==> config.mk <==
export PLATFORM = sky130hd
export DESIGN_NAME = cbn_sqrt
export DESIGN_NICKNAME = d
export VERILOG_FILES = /design/src/sv/cbn_pkg.sv /design/src/sv/cbn_sqrt.sv
export SDC_FILE = /design/constraint.sdc
export NUM_CORES = 1
export LEC_CHECK = 0
export BUFFER_PORTS_ARGS = -buffer_cell sky130_fd_sc_hd__buf_2
export CORE_ASPECT_RATIO = 0.9
export CORE_MARGIN = 3
export CORE_UTILIZATION = 49
export CTS_CLUSTER_SIZE = 14
export DETAILED_ROUTE_END_ITERATION = 8
export GPL_ROUTABILITY_DRIVEN = 0
export PLACE_DENSITY_LB_ADDON = 0.3
export SLEW_MARGIN = 20
export SYNTH_ARGS = -nofsm -noshare
export SYNTH_HDL_FRONTEND = slang
export SYNTH_SLANG_ARGS = --single-unit
==> constraint.sdc <==
create_clock -name clk -period 3.1 [get_ports clk]
set_clock_uncertainty 0.15 [all_clocks]
set_input_delay 0.465 -clock clk [delete_from_list [all_inputs] [get_ports clk]]
set_output_delay 0.465 -clock clk [all_outputs]
set_load 0.01 [all_outputs]
==> src/sv/cbn_pkg.sv <==
// ----------------------------------------------------------------------------
// cbn_pkg
// Shared types and constants of the channel batch normaliser.
// ----------------------------------------------------------------------------
package cbn_pkg;

	localparam int MAX_ELEMENTS = 4096;
	localparam int MAX_CHANNELS = 256;
	localparam int ADDR_W       = 12;   // store address
	localparam int CNT_W        = 13;   // element count, holds MAX_ELEMENTS
	localparam int CH_W         = 8;    // channel index
	localparam int CHC_W        = 9;    // channel count register
	localparam int DIV_W        = 45;   // divider dividend and quotient
	localparam int DVS_W        = 16;   // divider divisor
	localparam int SQ_W         = 34;   // root radicand
	localparam int ROOT_W       = 17;   // root result
	localparam int CFG_W        = 16;
	localparam int CFG_IDX_W    = 3;

	// configuration register indexes
	typedef enum logic [CFG_IDX_W-1:0] {
		CFG_ELEMENT_COUNT     = 3'd0,
		CFG_CHANNEL_COUNT     = 3'd1,
		CFG_SCALE_GAMMA       = 3'd2,
		CFG_SHIFT_BETA        = 3'd3,
		CFG_STABILITY_EPSILON = 3'd4
	} cfg_idx_t;

	// command codes
	localparam logic CMD_LOAD = 1'b0;
	localparam logic CMD_READ = 1'b1;

	typedef struct packed {
		logic               cmd;
		logic signed [15:0] sample;
	} item_t;

	typedef struct packed {
		logic signed [15:0] norm_value;
		logic               channel_last;
		logic [CH_W-1:0]    channel_index;
	} result_t;

	// request to the shared divider
	typedef struct packed {
		logic             start;
		logic [DIV_W-1:0] dividend;
		logic [DVS_W-1:0] divisor;
	} div_req_t;

endpackage

==> src/sv/cbn_sqrt.sv <==
// ----------------------------------------------------------------------------
// cbn_sqrt
// Integer square root, digit by digit, one root bit per cycle.
// ----------------------------------------------------------------------------
module cbn_sqrt (
	input  logic                       clk,
	input  logic                       arst_n,
	input  logic                       start,
	input  logic [cbn_pkg::SQ_W-1:0]   radicand,
	output logic                       done,
	output logic [cbn_pkg::ROOT_W-1:0] root
);

	logic                        busy_q;
	logic                        done_q;
	logic [4:0]                  cnt_q;
	logic [cbn_pkg::SQ_W-1:0]    rad_q;
	logic [cbn_pkg::ROOT_W+1:0]  rem_q;
	logic [cbn_pkg::ROOT_W-1:0]  root_q;
	logic [cbn_pkg::ROOT_W+1:0]  rem_sh;
	logic [cbn_pkg::ROOT_W+1:0]  trial;
	logic                        ge;

	// bring down two radicand bits and try root*4+1
	assign rem_sh = {rem_q[cbn_pkg::ROOT_W-1:0], rad_q[cbn_pkg::SQ_W-1 -: 2]};
	assign trial  = {root_q, 2'b01};
	assign ge     = rem_sh >= trial;

	// control
	always_ff @(posedge clk or negedge arst_n) begin
		if (!arst_n) begin
			busy_q <= 1'b0;
			done_q <= 1'b0;
			cnt_q  <= '0;
		end else begin
			done_q <= 1'b0;
			if (start) begin
				busy_q <= 1'b1;
				cnt_q  <= '0;
			end else if (busy_q) begin
				cnt_q <= cnt_q + 5'd1;
				if (cnt_q == 5'(cbn_pkg::ROOT_W - 1)) begin
					busy_q <= 1'b0;
					done_q <= 1'b1;
				end
			end
		end
	end

	// datapath
	always_ff @(posedge clk) begin
		if (start) begin
			rad_q  <= radicand;
			rem_q  <= '0;
			root_q <= '0;
		end else if (busy_q) begin
			rem_q  <= ge ? rem_sh - trial : rem_sh;
			root_q <= {root_q[cbn_pkg::ROOT_W-2:0], ge};
			rad_q  <= {rad_q[cbn_pkg::SQ_W-3:0], 2'b00};
		end
	end

	assign done = done_q;
	assign root = root_q;

endmodule

==> flow_summary.toml <==
[run_status]
outcome = "finished, final reports clean"

[timing]
holdWs_ns = 0.2465
slew_headroom_pct = 48.26
tns_ns = 0
final_hold_viol_count = 0
finalMaxSlewViolations = 0
worst_pin_slew_ns = 0.7761
fmax_mhz = 365.2
period_needed_ns = 2.738
period_share_pct = 88.33
grt_setup_unrepaired = "no"
setup_violations = 0

[routing]
drt_iter0_markers = 177
final_antenna_net_count = 0
wl_um = 8728
vias_per_cell = 5.542
vias = 3220
firstDrtPassIters = 4
route.detailed.drc = 0
drt-wirelength-per-cell_um = 15.02

[final_layout]
area_delta_synth_final_pct = 14.67
final_common_cell = "buf_2"
diodes = 0
fillers = 726
nets = 519
postLayoutCellArea_mm2 = 0.004861
final_cell_mix = "buf_2, nor2_1, mux2_2, edfxtp_1, dfxtp_1"
drive_above_1_share_pct = 26.82

[die]
rows = 31
dieArea_mm2 = 0.009805
die_h_um = 94.24
core_area_mm2 = 0.008223
start_util_pct = 51.55
die_w_um = 104.0
ioPinCount = 55

[clocking]
clock_sinks = 75
clockBufferDepth = 2
cts-buffers-inserted = 9
clk_latency_ns = 0.34
clockRootBuffer = "clkbuf_8"
cts_max_level = 3
cts_tree = "yes"
clkTransAtPathRegs_ns = 0.08
postCtsSetupBuffers = 0

[synth]
synth_seq_cells = 75
synth_top_flop_cell = "edfxtp_1"
ys_types = 62
syn_nets = 469
syn_inst = 411
synth_edf_count = 34
yosysSeqAreaShare_pct = 44.27
yosysWarningCount = 0
async_flop_share_pct = 9.333
netlist_area_mm2 = 0.004239
syn_avg_cell_area_um2 = 10.31

[power_and_ir_drop]
p_leak_nw = 2.113
vdd_drop_max_mv = 0.4086
cellPowerDensity_mw_per_mm2 = 889.5

[setup_path]
worstPathCellList = "inv_1, ha_1, o211ai_1, o21ai_2, o2111a_2, o211ai_2, buf_4, a221o_1, a311oi_2"
arrival_ns = 2.85
critPathMaxStageDelay_ns = 0.38
crit_path_end_kind = "flip-flop"
cpLargestDelayFamily = "compound AO/OA/AOI/OAI gates"
cp.required_ns = 3.21
path_class = "flip-flop to flip-flop"
worst_path_max_delay_cell = "dfxtp_1"
cp-start-kind = "flip-flop"
cp_max_fo = 12
critPathBufInv = 2

[grt]
grt_pass1_wl_um = 15350
grt_overflow = 0
track_usage_pct = 19.32
antenna_found_initial = 0
grt_max_degree = 44
grt_pass1_vias = 3231

[job]
max_cap_viol_count = 0

[placed_design]
numPortBuffers = 54
placed_area_mm2 = 0.004611
dp_hpwl_um = 6066

[min_path]
min_path_type = "input pin to flip-flop"
path summary, 6_finish.rpt:
path / start / end / slack (ns) / cells past startpoint
worst max-delay path: root[1] / rem_q[16] / 0.36 / 9
worst min-delay path: radicand[1] / rad_q[1] / 0.25 / 2
worst max register to register: root[1] / rem_q[16] / 0.36 / 9
worst min register to register: rem_q[15] / rem_q[15] / 0.34 / 2
max in group asynchronous: arst_n / busy_q / 2.31 / 2
min in group asynchronous: arst_n / done / 0.32 / 2
cell type report:
class	count	area [um^2]	share of cell area, %
multi-input combinational	287	2165	44.53
sequential	75	1878	38.64
timing repair buffer	63	340.3	7.001
tap	115	143.9	2.960
clock buffer	10	127.6	2.625
clock inverter	6	112.6	2.317
inverter	25	93.84	1.931
power breakdown:
part	internal, mW	switching [mW]	total (mW)
Clock	0.538	0.372	0.910
Combinational	0.962	1.16	2.12
Sequential	1.19	0.103	1.30
Total	2.69	1.63	4.32
cells by family (layout without fill, tap and decap cells):
family          after synthesis  count (layout)  synth area share (%)
flops                        75              75                 44.27
mux                          52              52                 13.28
compound gates               87              87                 16.26
simple gates                114             114                 12.63
fa+ha+maj                    21              21                 6.198
buf+inv                      49             104                 4.663
xor+xnor                     13              13                 2.686
through the flow:
stage          worst slack, ns  instances  power, mW  util [%]
3_5_place_dp            0.3683        564      3.406     56.07
6_report                0.3617        581      4.324     59.11
4_1_cts                 0.3578        581      4.337     59.11
3_3_place_gp            0.4822        564      3.353     56.07
5_1_grt                0.08996        581      4.672     59.11
2_1_floorplan           0.7133        411      2.945         -
timing repair:
item                      in CTS  in global routing
hold buffers                   1                  0
gates resized for setup        0                  0
hold endpoints to repair       7                  0
sequential cells by signal (all words and copies together) (netlist names):
register / cells
rad_q: 34
rem_q: 17
root: 17
cnt_q: 5
busy_q: 1
done: 1
per-layer routing:
metal  track usage, %  vias up  share of wire [%]  wire [um]
met3            4.674       10                4.5        394
met5                0        -                  0          0
met1            26.14     1545                 48       4224
li1                 -     1608                  -          -
met2            30.09       57                 46       3993
met4            7.420        0                1.3        115
cell usage after synthesis (4+ instances only):
cell | number | area share [%]
nand2_1 | 21 | 1.9
inv_1 | 24 | 2.1
mux2_2 | 34 | 9.0
ha_1 | 21 | 6.2
buf_1 | 6 | 0.53
clkbuf_1 | 12 | 1.1
a2111oi_2 | 4 | 1.4
o21bai_1 | 4 | 0.71
dfxtp_1 | 34 | 16
a31oi_1 | 6 | 0.89
nand3_1 | 5 | 0.59
o21ai_0 | 4 | 0.47
xor2_1 | 6 | 1.2
a221oi_1 | 4 | 0.83
a211oi_1 | 10 | 1.8
edfxtp_1 | 34 | 24
nor3_1 | 5 | 0.59
and2_1 | 6 | 0.89
o211ai_1 | 4 | 0.71
buf_2 | 5 | 0.59
a21o_1 | 10 | 1.8
nor2_1 | 51 | 4.5
nand2b_1 | 6 | 0.89
dfrtp_1 | 7 | 4.1
a21oi_1 | 13 | 1.5
xnor2_1 | 7 | 1.4
mux2i_1 | 18 | 4.3
nand4_1 | 5 | 0.74
(Power assumes the default switching activity.)
