==> src/sv/cbn_pkg.sv <==
// ----------------------------------------------------------------------------
// cbn_pkg
// Shared types and constants of the channel batch normaliser.
// ----------------------------------------------------------------------------
package cbn_pkg;

	localparam int MAX_ELEMENTS = 4096;
	localparam int MAX_CHANNELS = 256;
	localparam int ADDR_W       = 12;   // store address
	localparam int CNT_W        = 13;   // element count, holds MAX_ELEMENTS
	localparam int CH_W         = 8;    // channel index
	localparam int CHC_W        = 9;    // channel count register
	localparam int DIV_W        = 45;   // divider dividend and quotient
	localparam int DVS_W        = 16;   // divider divisor
	localparam int SQ_W         = 34;   // root radicand
	localparam int ROOT_W       = 17;   // root result
	localparam int CFG_W        = 16;
	localparam int CFG_IDX_W    = 3;

	// configuration register indexes
	typedef enum logic [CFG_IDX_W-1:0] {
		CFG_ELEMENT_COUNT     = 3'd0,
		CFG_CHANNEL_COUNT     = 3'd1,
		CFG_SCALE_GAMMA       = 3'd2,
		CFG_SHIFT_BETA        = 3'd3,
		CFG_STABILITY_EPSILON = 3'd4
	} cfg_idx_t;

	// command codes
	localparam logic CMD_LOAD = 1'b0;
	localparam logic CMD_READ = 1'b1;

	typedef struct packed {
		logic               cmd;
		logic signed [15:0] sample;
	} item_t;

	typedef struct packed {
		logic signed [15:0] norm_value;
		logic               channel_last;
		logic [CH_W-1:0]    channel_index;
	} result_t;

	// request to the shared divider
	typedef struct packed {
		logic             start;
		logic [DIV_W-1:0] dividend;
		logic [DVS_W-1:0] divisor;
	} div_req_t;

endpackage

==> src/sv/cbn_div.sv <==
// ----------------------------------------------------------------------------
// cbn_div
// Unsigned restoring divider, one quotient bit per cycle.
// ----------------------------------------------------------------------------
module cbn_div (
	input  logic                   clk,
	input  logic                   arst_n,
	input  cbn_pkg::div_req_t      req,
	output logic                   done,
	output logic [cbn_pkg::DIV_W-1:0] quotient
);

	logic                        busy_q;
	logic                        done_q;
	logic [5:0]                  cnt_q;
	logic [cbn_pkg::DIV_W-1:0]   dvd_q;
	logic [cbn_pkg::DVS_W:0]     rem_q;
	logic [cbn_pkg::DVS_W-1:0]   dvs_q;
	logic [cbn_pkg::DVS_W:0]     rem_sh;
	logic                        ge;

	// trial subtract of the shifted remainder
	assign rem_sh = {rem_q[cbn_pkg::DVS_W-1:0], dvd_q[cbn_pkg::DIV_W-1]};
	assign ge     = rem_sh >= {1'b0, dvs_q};

	// control
	always_ff @(posedge clk or negedge arst_n) begin
		if (!arst_n) begin
			busy_q <= 1'b0;
			done_q <= 1'b0;
			cnt_q  <= '0;
		end else begin
			done_q <= 1'b0;
			if (req.start) begin
				busy_q <= 1'b1;
				cnt_q  <= '0;
			end else if (busy_q) begin
				cnt_q <= cnt_q + 6'd1;
				if (cnt_q == 6'(cbn_pkg::DIV_W - 1)) begin
					busy_q <= 1'b0;
					done_q <= 1'b1;
				end
			end
		end
	end

	// datapath, quotient bits shift into the dividend register
	always_ff @(posedge clk) begin
		if (req.start) begin
			dvd_q <= req.dividend;
			dvs_q <= req.divisor;
			rem_q <= '0;
		end else if (busy_q) begin
			rem_q <= ge ? rem_sh - {1'b0, dvs_q} : rem_sh;
			dvd_q <= {dvd_q[cbn_pkg::DIV_W-2:0], ge};
		end
	end

	assign done     = done_q;
	assign quotient = dvd_q;

endmodule

==> config.mk <==
export PLATFORM = sky130hd
export DESIGN_NAME = cbn_div
export DESIGN_NICKNAME = d
export VERILOG_FILES = /design/src/sv/cbn_pkg.sv /design/src/sv/cbn_div.sv
export SDC_FILE = /design/constraint.sdc
export NUM_CORES = 1
export LEC_CHECK = 0
export BUFFER_PORTS_ARGS = -buffer_cell sky130_fd_sc_hd__buf_2
export CORE_AREA = 8 8 122 124
export DETAILED_ROUTE_END_ITERATION = 10
export DIE_AREA = 0 0 130 132
export GPL_TIMING_DRIVEN = 0
export PLACE_DENSITY = 0.65
export REMOVE_ABC_BUFFERS = 1
export SLEW_MARGIN = 20
export SYNTH_ARGS = -nofsm -noshare
export SYNTH_HDL_FRONTEND = slang
export SYNTH_SLANG_ARGS = --single-unit
==> constraint.sdc <==
create_clock -name clk -period 2.3 [get_ports clk]
set_input_delay 0.46 -clock clk [delete_from_list [all_inputs] [get_ports clk]]
set_output_delay 0.46 -clock clk [all_outputs]
set_load 0.01 [all_outputs]
==> results.json <==
{
  "cts.sinks": 85,
  "vias": 3241,
  "slowest_stage": "edfxtp_1",
  "finalSetupTns_ps": -89.8,
  "switching_power_uw": 931,
  "ant_nets": 0,
  "syn_to_final_growth_pct": 35.1,
  "min_from": "req[9]",
  "wl_per_cell_um": 15.5,
  "syn_area_per_cell_sq_um": 12.0,
  "hold_depth": 1,
  "rsz0062_at_grt": "true",
  "ff2ff_path_depth": 9,
  "drt-pass1-iter-count": 4,
  "layout_common_cells": "108 x buf_2, 61 x edfxtp_1, 44 x mux2_2, 31 x nor2_1, 26 x nand2_1",
  "ys_warn_count": 0,
  "overflow": 0,
  "crit_chain": "inv_1 -> ha_4 -> and3_4 -> nand2_2 -> nor4_4 -> nor2_2 -> a31o_4 -> mux2_1 -> a211oi_1",
  "clockBufferDepth": 2,
  "synth_edf_count": 61,
  "power_density_nw_per_um2": 658,
  "portBuffers": 109,
  "violations": "negative setup slack",
  "arrival_ps": 2590,
  "worst_slew_pin_slew_ps": 681,
  "synth.ff_latch_count": 85,
  "min_path_type": "primary input to flip-flop",
  "fin_cells": 669,
  "hpwl_um": 7020,
  "critPathMaxStageDelay_ps": 330,
  "finish.net_count": 571,
  "initial_core_util": 0.332,
  "setup_viol": 4,
  "status": "complete, but fails checks",
  "max_freq_mhz": 429,
  "r2r_end": "rem_q[0]",
  "cts_tree": "done",
  "p_comb_frac": 0.146,
  "end_kind": "flip-flop",
  "cp_max_fo": 6,
  "viasPerCell": 4.84,
  "root_buffer": "clkbuf_16",
  "cp.required_ps": 2560,
  "die_w_um": 130,
  "n_antenna_cell": 0,
  "wirelength_um": 10400,
  "fillers": 1171,
  "synth_cell_types": 55,
  "grt_pass1_wl_um": 17000,
  "p_int_mw": 2.90,
  "antenna_found_initial": 0,
  "holdWs_ps": 285,
  "layout-drive-gt1-share": 0.483,
  "crit_type": "flip-flop to flip-flop",
  "drt_iter0_drc": 101,
  "r2r-start": "dvs_q[6]",
  "slew_headroom": 0.544,
  "syn_inst": 358,
  "start_kind": "flip-flop",
  "clkTransAtPathRegs_ps": 60,
  "fin_skew_ps": 5.51,
  "io_pins": 110,
  "grt_max_degree": 58,
  "total_power_mw": 3.83,
  "grt_pass1_vias": 3557,
  "async_flop_share": 0.0941,
  "sw_frac_of_total": 0.243,
  "synth_flop_cell": "edfxtp_1",
  "ff2ff_setup_slack_ps": -30,
  "maxSlewViolCount": 0,
  "die_height_um": 132,
  "clock_latency_ps": 350,
  "fin_util": 0.449,
  "hold_viol_final": 0,
  "globalRouteTotalUtil": 0.124,
  "cts_buffers": 9,
  "synth_area_sq_um": 4310,
  "yosysSeqAreaShare": 0.546,
  "drc": 0,
  "fin_ws_ps": -32.6,
  "coreArea_sq_um": 13000,
  "min_to": "dvs_q[9]",
  "h-tree-depth": 3,
  "cp-startpoint": "dvs_q[6]",
  "die-area_sq_um": 17200,
  "final_common_cell": "buf_2",
  "leakage_nw": 2.42,
  "place.gp.congestion": 0.808,
  "fin_crit_sh": 1.01,
  "dpl.cell_count": 630,
  "irDropWorstVdd_mv": 0.454,
  "min_period_ps": 2330,
  "fp-row-count": 42,
  "seqPwrFrac": 0.479,
  "cap_violations": 0,
  "clkPwrFrac": 0.375
}
-- repair_timing --
| item | 4_1_cts | 5_1_grt |
|---|---|---|
| setup endpoints to repair | 50 | 16 |
| endpoints found under the hold margin | 8 | 0 |
| hold buffers | 1 | 0 |
| pin swaps | 14 | 20 |
| resized for setup | 35 | 24 |
| setup buffers | 15 | 8 |
-- power by group through the flow --
stage          clock network [mW]  registers, mW  logic, mW
2_1_floorplan                   0           1.89      0.230
3_3_place_gp                    0           1.86      0.472
3_5_place_dp                    0           1.86      0.484
4_1_cts                      1.48           1.83      0.532
5_1_grt                      1.51           1.85      0.612
6_report                     1.44           1.83      0.559
-- routing by layer --
layer	global-route usage	up-vias	part of all wire
li1	-	1570	-
met1	0.141	1536	0.43
met2	0.188	112	0.45
met3	0.0566	23	0.085
met4	0.0704	0	0.031
met5	0	-	0
-- metrics by stage --
step / setup slack (ps) / area, sq um
after global placement: -1890 / 5000
after detailed placement: -660 / 5050
final: -32.6 / 5820
after global routing: -98.2 / 5820
after floorplan: -194 / 4240
after CTS: -71.2 / 5660
-- final cells by class --
| class | count | area [sq um] | share of cell area |
|---|---|---|---|
| flip-flops and latches | 85 | 2350 | 0.404 |
| multi-input cells | 233 | 2050 | 0.352 |
| repair buffers | 134 | 816 | 0.140 |
| clock buffers | 9 | 225 | 0.0387 |
| well taps | 176 | 220 | 0.0378 |
| inverters | 25 | 93.8 | 0.0161 |
| clock inverters | 7 | 66.3 | 0.0114 |
-- worst max-delay path by stage --
stage          slack, ps  cells past startpoint         to
6_report             -30                      9   rem_q[0]
4_1_cts              -70                      9  rem_q[11]
2_1_floorplan       -190                      9   rem_q[1]
5_1_grt             -100                      9  rem_q[11]
3_5_place_dp        -660                      9   rem_q[1]
3_3_place_gp       -1890                      5  rem_q[13]
-- critical path: cells and delay by family, from the launching register on --
kind	cells	cell delay, ps
compound gates	2	500
flops	1	330
buf+inv	1	60
simple gates	4	720
mux	1	320
fa+ha+maj	1	310
-- registers in the layout (all words and copies together), names as in the netlist --
name,count
dvs_q,16
quotient,45
done,1
cnt_q,6
rem_q,16
busy_q,1
-- cell families (layout without fill, tap and decap cells) --
logic type / Yosys count / count (layout) / share of synthesized area
buf+inv: 40 / 175 / 0.0392
xor+xnor: 16 / 16 / 0.0325
flops: 85 / 85 / 0.546
compound gates: 53 / 53 / 0.0868
fa+ha+maj: 19 / 19 / 0.0569
mux: 55 / 55 / 0.141
simple gates: 90 / 90 / 0.0981
-- synthesized netlist by cell type, types with 4 or more instances --
master | n | area (sq um)
nand3_1 | 7 | 35.0
mux2_2 | 45 | 507
inv_1 | 25 | 93.8
dfxtp_1 | 16 | 320
nor2_1 | 33 | 124
dfrtp_1 | 8 | 200
xnor2_1 | 12 | 105
nand2_1 | 27 | 101
edfxtp_1 | 61 | 1830
a211oi_1 | 7 | 52.6
xor2_1 | 4 | 35.0
buf_1 | 4 | 15.0
ha_1 | 18 | 225
mux2i_1 | 9 | 90.1
clkbuf_1 | 6 | 22.5
o21ai_0 | 11 | 55.1
a21oi_1 | 10 | 50.1
Note: power is estimated with default switching activity, not from simulation.
